$ cat config.mk
export PLATFORM = sky130hd
export DESIGN_NAME = rmce_ctrl
export DESIGN_NICKNAME = d
export VERILOG_FILES = /design/src/rmce_pkg.sv /design/src/rmce_ctrl.sv
export SDC_FILE = /design/constraint.sdc
export NUM_CORES = 1
export LEC_CHECK = 0
export ABC_AREA = 1
export BUFFER_PORTS_ARGS = -buffer_cell sky130_fd_sc_hd__clkbuf_2
export CAP_MARGIN = 20
export CORE_MARGIN = 2
export CORE_UTILIZATION = 60
export DETAILED_ROUTE_END_ITERATION = 8
export GPL_TIMING_DRIVEN = 0
export PLACE_DENSITY = 0.79
export SYNTH_ARGS = -nofsm -noshare
export SYNTH_HDL_FRONTEND = slang
export SYNTH_MEMORY_MAX_BITS = 65536
export SYNTH_SLANG_ARGS = --single-unit
$ cat constraint.sdc
create_clock -name clock -period 3.1 [get_ports clock]
set_clock_uncertainty 0.2 [all_clocks]
set_input_delay 0.62 -clock clock [delete_from_list [all_inputs] [get_ports clock]]
set_output_delay 0.62 -clock clock [all_outputs]
set_load 0.1 [all_outputs]
$ cat src/rmce_pkg.sv
// ----------------------------------------------------------------------------
// rmce_pkg: shared definitions of the RSA CRT exponentiation engine
// Codes of the datapath unit, operand sources, branch conditions, the
// command and status structs, and the microprogram that the controller steps.
// ----------------------------------------------------------------------------
package rmce_pkg;

   localparam int DEFAULT_WIDTH = 64;
   localparam int PCW           = 7;

   // configuration register indexes
   localparam logic [2:0] CSR_MODULUS  = 3'd0;
   localparam logic [2:0] CSR_PUB_EXP  = 3'd1;
   localparam logic [2:0] CSR_PRIV_EXP = 3'd2;
   localparam logic [2:0] CSR_PRIME_P  = 3'd3;
   localparam logic [2:0] CSR_PRIME_Q  = 3'd4;

   // datapath unit operations
   localparam logic [2:0] ALU_MOV = 3'd0;  // acc = a
   localparam logic [2:0] ALU_SHR = 3'd1;  // acc = a >> 1
   localparam logic [2:0] ALU_ADD = 3'd2;  // acc = (a + b) mod m
   localparam logic [2:0] ALU_NEG = 3'd3;  // acc = (m - a) mod m
   localparam logic [2:0] ALU_MUL = 3'd4;  // acc = (a * b) mod m, bit serial
   localparam logic [2:0] ALU_MOD = 3'd5;  // acc = a mod m, bit serial
   localparam logic [2:0] ALU_QUO = 3'd6;  // acc = a / m, bit serial

   // operand sources: scratch entries below 16; constants, keys and request from 16 up
   localparam logic [4:0] SRC_BASE = 5'd0;
   localparam logic [4:0] SRC_EXP  = 5'd1;
   localparam logic [4:0] SRC_RES  = 5'd2;
   localparam logic [4:0] SRC_D1   = 5'd3;
   localparam logic [4:0] SRC_D2   = 5'd4;
   localparam logic [4:0] SRC_A1   = 5'd5;
   localparam logic [4:0] SRC_A2   = 5'd6;
   localparam logic [4:0] SRC_QI   = 5'd7;
   localparam logic [4:0] SRC_PI   = 5'd8;
   localparam logic [4:0] SRC_IA   = 5'd9;
   localparam logic [4:0] SRC_IM   = 5'd10;
   localparam logic [4:0] SRC_N    = 5'd11;
   localparam logic [4:0] SRC_X0   = 5'd12;
   localparam logic [4:0] SRC_X1   = 5'd13;
   localparam logic [4:0] SRC_T    = 5'd14;
   localparam logic [4:0] SRC_QU   = 5'd15;
   localparam logic [4:0] SRC_K0   = 5'd16;
   localparam logic [4:0] SRC_K1   = 5'd17;
   localparam logic [4:0] SRC_NMOD = 5'd18;
   localparam logic [4:0] SRC_E    = 5'd19;
   localparam logic [4:0] SRC_D    = 5'd20;
   localparam logic [4:0] SRC_P    = 5'd21;
   localparam logic [4:0] SRC_Q    = 5'd22;
   localparam logic [4:0] SRC_V    = 5'd23;
   localparam logic [4:0] SRC_PM1  = 5'd24;
   localparam logic [4:0] SRC_QM1  = 5'd25;

   // branch conditions, tested on the unit result or the request operation
   localparam logic [3:0] C_NEXT   = 4'd0;
   localparam logic [3:0] C_ALWAYS = 4'd1;
   localparam logic [3:0] C_Z      = 4'd2;
   localparam logic [3:0] C_EVEN   = 4'd3;
   localparam logic [3:0] C_LE1    = 4'd4;
   localparam logic [3:0] C_DEC    = 4'd5;
   localparam logic [3:0] C_CALL   = 4'd6;
   localparam logic [3:0] C_RET    = 4'd7;
   localparam logic [3:0] C_DONE   = 4'd8;

   // program labels
   localparam logic [PCW-1:0] PC_ZOUT = 7'd6;
   localparam logic [PCW-1:0] PC_DEC  = 7'd7;
   localparam logic [PCW-1:0] PC_POW  = 7'd40;
   localparam logic [PCW-1:0] PC_INV  = 7'd48;

   typedef struct packed {
      logic [2:0]     alu;
      logic [4:0]     sa;
      logic [4:0]     sb;
      logic [4:0]     sm;
      logic           wr;
      logic [3:0]     dst;
      logic [3:0]     cond;
      logic [PCW-1:0] tgt;
   } instr_type;

   typedef struct packed {
      logic       accept;
      logic [4:0] rd_src;
      logic       ld_a;
      logic       ld_b;
      logic       ld_m;
      logic       go;
      logic [2:0] alu;
      logic       wr_en;
      logic [3:0] wr_dst;
      logic       out_en;
   } cmd_type;

   typedef struct packed {
      logic unit_busy;
      logic res_zero;
      logic res_le1;
      logic res_odd;
      logic dec;
   } status_type;

   function automatic instr_type mk(input logic [2:0] alu, input logic [4:0] sa,
                                    input logic [4:0] sb, input logic [4:0] sm,
                                    input logic wr, input logic [4:0] dst,
                                    input logic [3:0] cond, input logic [PCW-1:0] tgt);
      instr_type i;
      i.alu  = alu;
      i.sa   = sa;
      i.sb   = sb;
      i.sm   = sm;
      i.wr   = wr;
      i.dst  = dst[3:0];
      i.cond = cond;
      i.tgt  = tgt;
      return i;
   endfunction

   function automatic instr_type rom(input logic [PCW-1:0] pc);
      instr_type i;
      unique case (pc)
         // entry: zero modulus, then encrypt or decrypt
         7'd0:  i = mk(ALU_MOV, SRC_NMOD, SRC_K0, SRC_K0, 1'b0, SRC_K0, C_Z, PC_ZOUT);
         7'd1:  i = mk(ALU_MOV, SRC_K0, SRC_K0, SRC_K0, 1'b0, SRC_K0, C_DEC, PC_DEC);
         7'd2:  i = mk(ALU_MOV, SRC_V, SRC_K0, SRC_K0, 1'b1, SRC_BASE, C_NEXT, 7'd0);
         7'd3:  i = mk(ALU_MOV, SRC_E, SRC_K0, SRC_K0, 1'b1, SRC_EXP, C_NEXT, 7'd0);
         7'd4:  i = mk(ALU_MOV, SRC_K0, SRC_K0, SRC_K0, 1'b0, SRC_K0, C_CALL, PC_POW);
         7'd5:  i = mk(ALU_MOV, SRC_RES, SRC_K0, SRC_K0, 1'b0, SRC_K0, C_DONE, 7'd0);
         7'd6:  i = mk(ALU_MOV, SRC_K0, SRC_K0, SRC_K0, 1'b0, SRC_K0, C_DONE, 7'd0);
         // reduced private exponents
         7'd7:  i = mk(ALU_MOV, SRC_PM1, SRC_K0, SRC_K0, 1'b0, SRC_K0, C_Z, 7'd10);
         7'd8:  i = mk(ALU_MOD, SRC_D, SRC_K0, SRC_PM1, 1'b1, SRC_D1, C_NEXT, 7'd0);
         7'd9:  i = mk(ALU_MOV, SRC_K0, SRC_K0, SRC_K0, 1'b0, SRC_K0, C_ALWAYS, 7'd11);
         7'd10: i = mk(ALU_MOV, SRC_D, SRC_K0, SRC_K0, 1'b1, SRC_D1, C_NEXT, 7'd0);
         7'd11: i = mk(ALU_MOV, SRC_QM1, SRC_K0, SRC_K0, 1'b0, SRC_K0, C_Z, 7'd14);
         7'd12: i = mk(ALU_MOD, SRC_D, SRC_K0, SRC_QM1, 1'b1, SRC_D2, C_NEXT, 7'd0);
         7'd13: i = mk(ALU_MOV, SRC_K0, SRC_K0, SRC_K0, 1'b0, SRC_K0, C_ALWAYS, 7'd15);
         7'd14: i = mk(ALU_MOV, SRC_D, SRC_K0, SRC_K0, 1'b1, SRC_D2, C_NEXT, 7'd0);
         // two powers
         7'd15: i = mk(ALU_MOV, SRC_V, SRC_K0, SRC_K0, 1'b1, SRC_BASE, C_NEXT, 7'd0);
         7'd16: i = mk(ALU_MOV, SRC_D1, SRC_K0, SRC_K0, 1'b1, SRC_EXP, C_NEXT, 7'd0);
         7'd17: i = mk(ALU_MOV, SRC_K0, SRC_K0, SRC_K0, 1'b0, SRC_K0, C_CALL, PC_POW);
         7'd18: i = mk(ALU_MOV, SRC_RES, SRC_K0, SRC_K0, 1'b1, SRC_A1, C_NEXT, 7'd0);
         7'd19: i = mk(ALU_MOV, SRC_V, SRC_K0, SRC_K0, 1'b1, SRC_BASE, C_NEXT, 7'd0);
         7'd20: i = mk(ALU_MOV, SRC_D2, SRC_K0, SRC_K0, 1'b1, SRC_EXP, C_NEXT, 7'd0);
         7'd21: i = mk(ALU_MOV, SRC_K0, SRC_K0, SRC_K0, 1'b0, SRC_K0, C_CALL, PC_POW);
         7'd22: i = mk(ALU_MOV, SRC_RES, SRC_K0, SRC_K0, 1'b1, SRC_A2, C_NEXT, 7'd0);
         // two inverses
         7'd23: i = mk(ALU_MOV, SRC_Q, SRC_K0, SRC_K0, 1'b1, SRC_IA, C_NEXT, 7'd0);
         7'd24: i = mk(ALU_MOV, SRC_P, SRC_K0, SRC_K0, 1'b1, SRC_IM, C_NEXT, 7'd0);
         7'd25: i = mk(ALU_MOV, SRC_K0, SRC_K0, SRC_K0, 1'b0, SRC_K0, C_CALL, PC_INV);
         7'd26: i = mk(ALU_MOV, SRC_RES, SRC_K0, SRC_K0, 1'b1, SRC_QI, C_NEXT, 7'd0);
         7'd27: i = mk(ALU_MOV, SRC_P, SRC_K0, SRC_K0, 1'b1, SRC_IA, C_NEXT, 7'd0);
         7'd28: i = mk(ALU_MOV, SRC_Q, SRC_K0, SRC_K0, 1'b1, SRC_IM, C_NEXT, 7'd0);
         7'd29: i = mk(ALU_MOV, SRC_K0, SRC_K0, SRC_K0, 1'b0, SRC_K0, C_CALL, PC_INV);
         7'd30: i = mk(ALU_MOV, SRC_RES, SRC_K0, SRC_K0, 1'b1, SRC_PI, C_NEXT, 7'd0);
         // recombine
         7'd31: i = mk(ALU_MOD, SRC_Q, SRC_K0, SRC_NMOD, 1'b1, SRC_T, C_NEXT, 7'd0);
         7'd32: i = mk(ALU_MUL, SRC_A1, SRC_T, SRC_NMOD, 1'b1, SRC_T, C_NEXT, 7'd0);
         7'd33: i = mk(ALU_MOD, SRC_QI, SRC_K0, SRC_NMOD, 1'b1, SRC_N, C_NEXT, 7'd0);
         7'd34: i = mk(ALU_MUL, SRC_T, SRC_N, SRC_NMOD, 1'b1, SRC_D1, C_NEXT, 7'd0);
         7'd35: i = mk(ALU_MOD, SRC_P, SRC_K0, SRC_NMOD, 1'b1, SRC_T, C_NEXT, 7'd0);
         7'd36: i = mk(ALU_MUL, SRC_A2, SRC_T, SRC_NMOD, 1'b1, SRC_T, C_NEXT, 7'd0);
         7'd37: i = mk(ALU_MOD, SRC_PI, SRC_K0, SRC_NMOD, 1'b1, SRC_N, C_NEXT, 7'd0);
         7'd38: i = mk(ALU_MUL, SRC_T, SRC_N, SRC_NMOD, 1'b1, SRC_D2, C_NEXT, 7'd0);
         7'd39: i = mk(ALU_ADD, SRC_D1, SRC_D2, SRC_NMOD, 1'b0, SRC_K0, C_DONE, 7'd0);
         // power: RES = BASE^EXP mod N
         7'd40: i = mk(ALU_MOD, SRC_BASE, SRC_K0, SRC_NMOD, 1'b1, SRC_BASE, C_NEXT, 7'd0);
         7'd41: i = mk(ALU_MOV, SRC_K1, SRC_K0, SRC_K0, 1'b1, SRC_RES, C_NEXT, 7'd0);
         7'd42: i = mk(ALU_MOV, SRC_EXP, SRC_K0, SRC_K0, 1'b0, SRC_K0, C_Z, 7'd47);
         7'd43: i = mk(ALU_MOV, SRC_EXP, SRC_K0, SRC_K0, 1'b0, SRC_K0, C_EVEN, 7'd45);
         7'd44: i = mk(ALU_MUL, SRC_RES, SRC_BASE, SRC_NMOD, 1'b1, SRC_RES, C_NEXT, 7'd0);
         7'd45: i = mk(ALU_MUL, SRC_BASE, SRC_BASE, SRC_NMOD, 1'b1, SRC_BASE, C_NEXT, 7'd0);
         7'd46: i = mk(ALU_SHR, SRC_EXP, SRC_K0, SRC_K0, 1'b1, SRC_EXP, C_ALWAYS, 7'd42);
         7'd47: i = mk(ALU_MOV, SRC_K0, SRC_K0, SRC_K0, 1'b0, SRC_K0, C_RET, 7'd0);
         // inverse: RES = IA^-1 mod IM by extended Euclid
         7'd48: i = mk(ALU_MOV, SRC_IM, SRC_K0, SRC_K0, 1'b0, SRC_K0, C_LE1, 7'd65);
         7'd49: i = mk(ALU_MOV, SRC_IM, SRC_K0, SRC_K0, 1'b1, SRC_N, C_NEXT, 7'd0);
         7'd50: i = mk(ALU_MOV, SRC_K0, SRC_K0, SRC_K0, 1'b1, SRC_X0, C_NEXT, 7'd0);
         7'd51: i = mk(ALU_MOV, SRC_K1, SRC_K0, SRC_K0, 1'b1, SRC_X1, C_NEXT, 7'd0);
         7'd52: i = mk(ALU_MOV, SRC_IA, SRC_K0, SRC_K0, 1'b0, SRC_K0, C_LE1, 7'd64);
         7'd53: i = mk(ALU_MOV, SRC_N, SRC_K0, SRC_K0, 1'b0, SRC_K0, C_Z, 7'd65);
         7'd54: i = mk(ALU_QUO, SRC_IA, SRC_K0, SRC_N, 1'b1, SRC_QU, C_NEXT, 7'd0);
         7'd55: i = mk(ALU_MOD, SRC_IA, SRC_K0, SRC_N, 1'b1, SRC_T, C_NEXT, 7'd0);
         7'd56: i = mk(ALU_MOV, SRC_N, SRC_K0, SRC_K0, 1'b1, SRC_IA, C_NEXT, 7'd0);
         7'd57: i = mk(ALU_MOV, SRC_T, SRC_K0, SRC_K0, 1'b1, SRC_N, C_NEXT, 7'd0);
         7'd58: i = mk(ALU_MOD, SRC_QU, SRC_K0, SRC_IM, 1'b1, SRC_QU, C_NEXT, 7'd0);
         7'd59: i = mk(ALU_MUL, SRC_QU, SRC_X0, SRC_IM, 1'b1, SRC_T, C_NEXT, 7'd0);
         7'd60: i = mk(ALU_NEG, SRC_T, SRC_K0, SRC_IM, 1'b1, SRC_T, C_NEXT, 7'd0);
         7'd61: i = mk(ALU_ADD, SRC_X1, SRC_T, SRC_IM, 1'b1, SRC_T, C_NEXT, 7'd0);
         7'd62: i = mk(ALU_MOV, SRC_X0, SRC_K0, SRC_K0, 1'b1, SRC_X1, C_NEXT, 7'd0);
         7'd63: i = mk(ALU_MOV, SRC_T, SRC_K0, SRC_K0, 1'b1, SRC_X0, C_ALWAYS, 7'd52);
         7'd64: i = mk(ALU_MOV, SRC_X1, SRC_K0, SRC_K0, 1'b1, SRC_RES, C_RET, 7'd0);
         7'd65: i = mk(ALU_MOV, SRC_K0, SRC_K0, SRC_K0, 1'b1, SRC_RES, C_RET, 7'd0);
         default: i = mk(ALU_MOV, SRC_K0, SRC_K0, SRC_K0, 1'b0, SRC_K0, C_DONE, 7'd0);
      endcase
      return i;
   endfunction

endpackage

$ cat src/rmce_ctrl.sv
// ----------------------------------------------------------------------------
// rmce_ctrl: microprogram sequencer
// Steps the program, reads three operands, runs the datapath unit, writes
// back and branches on the unit result or the request operation.
// ----------------------------------------------------------------------------
module rmce_ctrl (
   input  logic                 clock,
   input  logic                 reset,
   input  logic                 start,
   output logic                 busy,
   output logic                 rsp_valid,
   input  rmce_pkg::status_type status,
   output rmce_pkg::cmd_type    cmd
);

   localparam logic [2:0] S_IDLE = 3'd0;
   localparam logic [2:0] S_RA   = 3'd1;
   localparam logic [2:0] S_RB   = 3'd2;
   localparam logic [2:0] S_RM   = 3'd3;
   localparam logic [2:0] S_LM   = 3'd4;
   localparam logic [2:0] S_GO   = 3'd5;
   localparam logic [2:0] S_RUN  = 3'd6;
   localparam logic [2:0] S_WB   = 3'd7;

   logic [2:0]                st_ff, st_in;
   logic [rmce_pkg::PCW-1:0] pc_ff, pc_in;
   logic [rmce_pkg::PCW-1:0] ret_ff, ret_in;
   logic                      rsp_valid_ff, rsp_valid_in;
   rmce_pkg::instr_type       ins;
   logic                      taken;

   assign ins = rmce_pkg::rom(pc_ff);

   always_comb begin
      case (ins.cond)
         rmce_pkg::C_ALWAYS: taken = 1'b1;
         rmce_pkg::C_Z:      taken = status.res_zero;
         rmce_pkg::C_EVEN:   taken = !status.res_odd;
         rmce_pkg::C_LE1:    taken = status.res_le1;
         rmce_pkg::C_DEC:    taken = status.dec;
         default:            taken = 1'b0;
      endcase
   end

   always_comb begin
      st_in        = st_ff;
      pc_in        = pc_ff;
      ret_in       = ret_ff;
      rsp_valid_in = 1'b0;
      cmd          = '0;
      cmd.alu      = ins.alu;
      cmd.wr_dst   = ins.dst;
      unique case (st_ff)
         S_IDLE: begin
            if (start) begin
               cmd.accept = 1'b1;
               pc_in      = '0;
               st_in      = S_RA;
            end
         end
         S_RA: begin
            cmd.rd_src = ins.sa;
            st_in      = S_RB;
         end
         S_RB: begin
            cmd.rd_src = ins.sb;
            cmd.ld_a   = 1'b1;
            st_in      = S_RM;
         end
         S_RM: begin
            cmd.rd_src = ins.sm;
            cmd.ld_b   = 1'b1;
            st_in      = S_LM;
         end
         S_LM: begin
            cmd.ld_m = 1'b1;
            st_in    = S_GO;
         end
         S_GO: begin
            cmd.go = 1'b1;
            st_in  = S_RUN;
         end
         S_RUN: begin
            if (!status.unit_busy) begin
               st_in = S_WB;
            end
         end
         S_WB: begin
            cmd.wr_en = ins.wr;
            st_in     = S_RA;
            case (ins.cond)
               rmce_pkg::C_CALL: begin
                  ret_in = pc_ff + 1'b1;
                  pc_in  = ins.tgt;
               end
               rmce_pkg::C_RET: pc_in = ret_ff;
               rmce_pkg::C_DONE: begin
                  cmd.out_en   = 1'b1;
                  rsp_valid_in = 1'b1;
                  st_in        = S_IDLE;
               end
               default: pc_in = taken ? ins.tgt : pc_ff + 1'b1;
            endcase
         end
         default: st_in = S_IDLE;
      endcase
   end

   always_ff @(posedge clock) begin
      if (reset) begin
         st_ff        <= S_IDLE;
         pc_ff        <= '0;
         ret_ff       <= '0;
         rsp_valid_ff <= 1'b0;
      end else begin
         st_ff        <= st_in;
         pc_ff        <= pc_in;
         ret_ff       <= ret_in;
         rsp_valid_ff <= rsp_valid_in;
      end
   end

   assign busy      = (st_ff != S_IDLE);
   assign rsp_valid = rsp_valid_ff;

endmodule

==> impl_results.md, run 1 <==
- CORE AREA: 6350 µm²
- Async S/R FF share, synth: 0%
- HPWL Detailed: 10100 µm
- Total power: 1.84 mW
- Clock share of power: 27.7%
- Final ANT Viol Nets: 0
- Fin Hold WS: 0.305 ns
- Fin cells: 721
- Cell Pwr Density: 419 nW/µm²
- Leakage Power: 2.29 nW
- Fin nets: 665
- Ys flop type: dfxtp_1
- NetSw: 0.774 mW
- Largest net degree at the start of global routing: 17
- Synthesized instance count: 605
- Final clock period utilization by the worst path: 96.1%
- Gr usage total: 37.6%
- Most frequent cell on the critical path: inv_1
- Critical Path RT: 3.11 ns
- Hold path cells: 1
- CTS Root Cell: clkbuf_8
- Post-Syn Area: 3930 µm²
- Antenna cell count: 0
- Most frequent cell after synthesis: nand2_1
- Worst Setup Path Type: flop to flop
- Die height: 85.0 µm
- Status: completed
- Worst ir drop on vdd: 812 µV
- FF+latch count, synth: 51
- Mapped Nets: 627
- Placed Area: 4180 µm²
- Area growth from synthesis to layout: 11.8%
- Critical path peak fanout: 10
- First-pass GRT wire length: 21200 µm
- Slowest stage cell, crit path: dfxtp_1
- Crit path arrival time: 2.99 ns
- Synth Warn #: 0
- Reg2reg start: st_ff[1]
- Initial Util: 61.9%
- Worst Setup Start Kind: flop
- Cell internal pwr: 1.07 mW
- Initial antenna violation count: 0
- Worst Path Buf+Inv: 4
- Final Setup Violations: 0
- Port bufs: 28
- Comb power frac: 34.8%
- Hold Vio Cnt, Final: 0
- Cell Rows: 29
- Final Max Tran Viols: 0
- DR iter-0 viols: 480
- Crit path largest cell delay: 0.35 ns
- Number of synthesized flops with an enable pin: 0
- Hold Path Class: flop to flop
- Vias in the first global route: 4146
- Clock period minus worst slack: 2.98 ns
- H-tree levels: 2
- Die Wd: 85.0 µm
- I/O pin count: 29
- Tightest Pin Transition: 0.607 ns
- Gpl congestion: 1.07
- Hold EP: ret_ff[0]
- Slew HR: 59.1%
- R2R setup slack: 0.12 ns
- Post-route DRC: 0
- Yosys top cell area share: 26.0%
- Delay-heaviest family, CP: simple AND/OR/NAND/NOR gates
- Detailed Routing Iterations Pass 1: 6
- Worst-Skew Late Latency: 0.32 ns
- Clk sink count: 51
- Ratio of cells with drive above 1 in the final layout: 21.3%
- Vias: 4405
- Worst path cell trace: inv_1 -> ha_1 -> nand2_2 -> o21ai_4 -> nor2_1 -> inv_1 -> nand2_4 -> nand2_8 -> inv_1 -> ha_1 -> nand3_4 -> inv_1 -> o21ai_2 -> nand3_1 -> nand2_1 -> a21oi_1
- Fmax: 336 MHz
- Register area share after synthesis: 26.0%
- Critical R2R Capture: ins[3]
- Number of CTS-inserted buffers: 5
- Vias per inst: 6.11
- Setup TNS: 0 ns
- Mean post-synth cell area: 6.50 µm²
- Total gr overflow: 0
- Worst setup EP type: flop
- Layout Cell Area excl Fill: 4400 µm²
- Routed len/inst: 18.4 µm
- Cell taking the most area after synthesis: dfxtp_1
- Post-CTS Hold Buffers: 0
- Count of cell types in the netlist: 41
- Placed Cells incl. Taps: 710
- Worst-path clk slew: 0.10 ns
- Cells taking the most area after synthesis: dfxtp_1, nand2_1, nand3_1
- Sequential Power Share: 37.5%
- Commonest cells post-synth: nand2_1, nand3_1, inv_1
- Switch share: 42.1%
- R2R cell count: 16
- Max Cap Viol: 0
- Die area: 7220 µm²
- Post-Route WL: 13300 µm
- CTS tree: done
- CTS Buffer Depth: 2
- Hold Crit Start: pc_ff[0]
-- layer usage --
metal	vias up	GRT usage [%]	wire, µm
met5	-	0	0
met4	0	25.1	892
met3	98	11.0	1680
met2	338	58.0	5820
met1	1951	45.1	4890
li1	2018	-	-
-- power groups by stage --
stage | Clock (mW) | Combinational [mW] | Sequential [mW]
floorplan | 0 | 0.520 | 0.698
global placement | 0 | 0.603 | 0.700
detailed placement | 0 | 0.617 | 0.703
CTS | 0.510 | 0.619 | 0.688
global route | 0.537 | 0.675 | 0.695
finish | 0.509 | 0.640 | 0.690
-- registers in the layout (all words and copies together) (netlist names) --
register	flops
rsp_valid	1
st_ff	3
pc_ff	7
ret_ff	7
ins	33
-- kinds of logic (layout without fill, tap and decap cells) --
family | count (synthesis) | in the layout | share of synthesized area (%)
compound gates | 95 | 95 | 13.5
xor+xnor | 5 | 5 | 1.11
fa+ha+maj | 14 | 14 | 4.45
buf+inv | 105 | 144 | 12.9
flops | 51 | 51 | 26.0
simple gates | 335 | 335 | 42.1
-- metrics by stage --
step                setup slack (ns)  utilization (%)
global route                -0.00167             69.2
CTS                           0.0181             67.8
finish                         0.121             69.2
detailed placement            -0.330             65.9
floorplan                      0.146                -
global placement              -0.318             65.9
-- worst max path at each step --
stage / start / endpoint / slack [ns] / depth (start not counted)
after detailed placement: status[1] / ins[3] / -0.33 / 20
after floorplan: st_ff[1] / ins[25] / 0.15 / 16
after global placement: status[1] / ins[3] / -0.32 / 20
after CTS: st_ff[1] / ins[31] / 0.02 / 16
after global routing: ins[8] / ins[28] / -0.002 / 16
final: st_ff[1] / ins[3] / 0.12 / 16
-- placed cells by master (no fill, tap or decap), types with 3 or more instances in the layout --
master	count
a21oi_1	38
buf_2	6
buf_4	13
buf_6	7
clkbuf_2	28
clkbuf_8	6
dfxtp_1	49
ha_1	12
inv_1	67
inv_2	10
nand2_1	151
nand2_2	13
nand2_4	12
nand2_8	3
nand3_1	70
nand3_2	4
nand4_1	4
nor2_1	49
nor2_2	8
nor2_4	6
nor3_1	3
o211ai_1	6
o21ai_0	25
o21ai_1	9
o21ai_2	3
o22ai_1	6
xor2_1	5
-- cell type report --
cell class                      instances  area, µm²
Tap cell                               77       96.3
Clock buffer                            6       82.6
Timing Repair Buffer                   31        163
Clock inverter                          2       38.8
Fill cell                             576       1950
Sequential cell                        51       1020
Inverter                               79        303
Buffer                                 26        206
Multi-Input combinational cell        449       2480
-- repair_timing --
item,CTS,global route
setup endpoints to repair,4,26
pin swaps,0,1
resized for setup,2,15
buffers inserted,0,3
No activity file was read; power rests on OpenSTA's default activity.
==> run 2, diff against run 1 <==
- CORE_MARGIN: 2 -> 10
==> run 2 against run 1 <==
  * Via count decreased by 1.1%
  * Global-route usage decreased by 12 points
  * Die area increased by 41%
  * Fmax increased by 1.1%
  * Core utilization decreased by 0.67 points
  * First-iteration DRC count increased by 15%
  * Critical path depth increased by 1
  * Power decreased by 6.9%
  * Sequential share of layout area increased by 0.20 points
  * Critical endpoint is now ins[9]
==> impl_results.md, run 2 (synthesis gave the netlist of run 1 again) <==
- Status: completed (unchanged)
- Max Cap Viol: 0 (unchanged)
- Cell internal pwr: 0.955 mW (was 1.07 mW)
- Die area: 10200 µm² (was 7220 µm²)
- Sequential Power Share: 40.1% (was 37.5%)
- Post-route DRC: 0 (unchanged)
- Critical path peak fanout: 10 (unchanged)
- Leakage Power: 2.27 nW (was 2.29 nW)
- Worst Setup Start Kind: flop (unchanged)
- RSZ-0062 raised after global routing: true
- Vias per inst: 6.05 (was 6.11)
- Worst setup EP type: flop (unchanged)
- Total gr overflow: 0 (unchanged)
- Final WS setup: 0.153 ns (was 0.121 ns)
- CTS Buffer Depth: 2 (unchanged)
- Clk sink count: 51 (unchanged)
- Fin util: 68.6% (was 69.2%)
- Final clock period utilization by the worst path: 95.1% (was 96.1%)
- Slew HR: 62.3% (was 59.1%)
- Commonest non-fill, non-tap cell in the layout: nand2_1 (unchanged)
- Hold EP: ret_ff[0] (unchanged)
- Comb power frac: 37.9% (was 34.8%)
- Final ANT Viol Nets: 0 (unchanged)
- Area growth from synthesis to layout: 10.7% (was 11.8%)
- Cell Rows: 29 (unchanged)
- Worst Setup Path Type: flop to flop (unchanged)
- DR iter-0 viols: 553 (was 480)
- Hold Vio Cnt, Final: 0 (unchanged)
- Ratio of cells with drive above 1 in the final layout: 21.2% (was 21.3%)
- Largest net degree at the start of global routing: 16 (was 17)
- First-pass GRT wire length: 21000 µm (was 21200 µm)
- H-tree levels: 2 (unchanged)
- R2R setup slack: 0.15 ns (was 0.12 ns)
- Gr usage total: 25.8% (was 37.6%)
- R2R cell count: 17 (was 16)
- Clock period minus worst slack: 2.95 ns (was 2.98 ns)
- Fin nets: 665 (unchanged)
- Initial antenna violation count: 0 (unchanged)
- Routed len/inst: 18.7 µm (was 18.4 µm)
- CTS Root Cell: clkbuf_8 (unchanged)
- Crit path arrival time: 2.94 ns (was 2.99 ns)
- Switch share: 44.3% (was 42.1%)
- Clock share of power: 21.9% (was 27.7%)
- Most frequent cells in the layout: nand2_1, nand3_1, inv_1 (unchanged)
- Critical R2R Capture: ins[9] (was ins[3])
- Hold Path Class: flop to flop (unchanged)
- Initial Util: 61.9% (unchanged)
- Tightest Pin Transition: 0.566 ns (was 0.607 ns)
- Vias: 4357 (was 4405)
- Die Wd: 101 µm (was 85.0 µm)
- Die height: 101 µm (was 85.0 µm)
- Hold path cells: 1 (unchanged)
- Final Max Tran Viols: 0 (unchanged)
- Final Setup Violations: 0 (unchanged)
- Layout Cell Area excl Fill: 4350 µm² (was 4400 µm²)
- CORE AREA: 6350 µm² (unchanged)
- I/O pin count: 29 (unchanged)
- Cell Pwr Density: 394 nW/µm² (was 419 nW/µm²)
- CTS tree: done (unchanged)
- Worst ir drop on vdd: 792 µV (was 812 µV)
- Worst-Skew Late Latency: 0.31 ns (was 0.32 ns)
- Port bufs: 28 (unchanged)
- Placed Area: 4180 µm² (unchanged)
- Detailed Routing Iterations Pass 1: 6 (unchanged)
- Gpl congestion: 1.09 (was 1.07)
- Post-CTS Hold Buffers: 0 (unchanged)
- Antenna cell count: 0 (unchanged)
- Vias in the first global route: 3979 (was 4146)
- Reg2reg start: ins[10] (was st_ff[1])
- Number of CTS-inserted buffers: 5 (unchanged)
- Hold Crit Start: pc_ff[0] (unchanged)
- NetSw: 0.759 mW (was 0.774 mW)
- HPWL Detailed: 10200 µm (was 10100 µm)
- Worst-path clk slew: 0.09 ns (was 0.10 ns)
- Pre-CTS WS: -0.290 ns (was -0.330 ns)
- Post-Route WL: 13500 µm (was 13300 µm)
- Fmax: 339 MHz (was 336 MHz)
- Critical Path RT: 3.10 ns (was 3.11 ns)
- Max FFs per register: 33 (unchanged)
==> run 2: timing repair <==
action | 4_1_cts | 5_1_grt
resized for setup | 5 | 14
setup buffers | 0 | 3
cloned | 0 | 0
pin swaps | 0 | 1
endpoints found under the setup margin | 11 | 19
==> run 2: how the worst max path moves through the flow <==
| stage | startpoint | to | slack [ns] |
|---|---|---|---|
| 2_1_floorplan | st_ff[1] | ins[25] | 0.15 |
| 3_3_place_gp | status[1] | ins[3] | -0.27 |
| 3_5_place_dp | status[1] | ins[3] | -0.29 |
| 4_1_cts | st_ff[1] | ins[12] | 0.02 |
| 5_1_grt | ins[10] | ins[12] | -0.003 |
| 6_report | ins[10] | ins[9] | 0.15 |
==> run 2: layout make-up <==
| type | instances | area, µm² |
|---|---|---|
| plain buffers | 26 | 209 |
| clock buffers | 5 | 68.8 |
| clock inverters | 2 | 13.8 |
| fillers | 566 | 2000 |
| inverters | 79 | 305 |
| multi-input cells | 449 | 2470 |
| flip-flops and latches | 51 | 1020 |
| well taps | 77 | 96.3 |
| repair buffers | 31 | 163 |
==> run 2: per-layer routing <==
layer | wire length (µm) | global-route usage, % | up-vias
li1 | - | - | 2027
met5 | 0 | 0 | -
met2 | 6100 | 41.1 | 303
met4 | 629 | 12.4 | 0
met3 | 1670 | 8.44 | 72
met1 | 5050 | 30.3 | 1955
==> run 2: per-stage QoR <==
step	hold slack [ns]	TNS (ns)	total power, mW	instances
global placement	0.274	-3.33	1.31	710
finish	0.301	0	1.71	720
floorplan	0.250	0	1.22	605
CTS	0.296	0	1.69	717
global route	0.328	-0.00260	1.78	720
detailed placement	0.284	-3.66	1.33	710
==> run 2: power groups by stage <==
stage / sequential (mW) / combinational (mW) / clock [mW]
after detailed placement: 0.702 / 0.626 / 0
final: 0.688 / 0.650 / 0.376
after floorplan: 0.698 / 0.520 / 0
after global routing: 0.691 / 0.688 / 0.402
after CTS: 0.687 / 0.633 / 0.373
after global placement: 0.700 / 0.606 / 0
==> run 2: worst max-delay path, stage by stage, from the launching register on <==
cell and delay, ns:
dfxtp_1 0.35, inv_1 0.09, nand2_1 0.09, nor2_4 0.14, nand2_1 0.16, o22ai_1 0.19
nor2_1 0.06, nand2_1 0.12, nand2_4 0.13, nand2_8 0.14, clkinvlp_4 0.15, ha_2 0.25
inv_1 0.16, nor2_4 0.06, nand3_1 0.12, o21ai_0 0.12, a21oi_1 0.19, o21ai_1 0.10
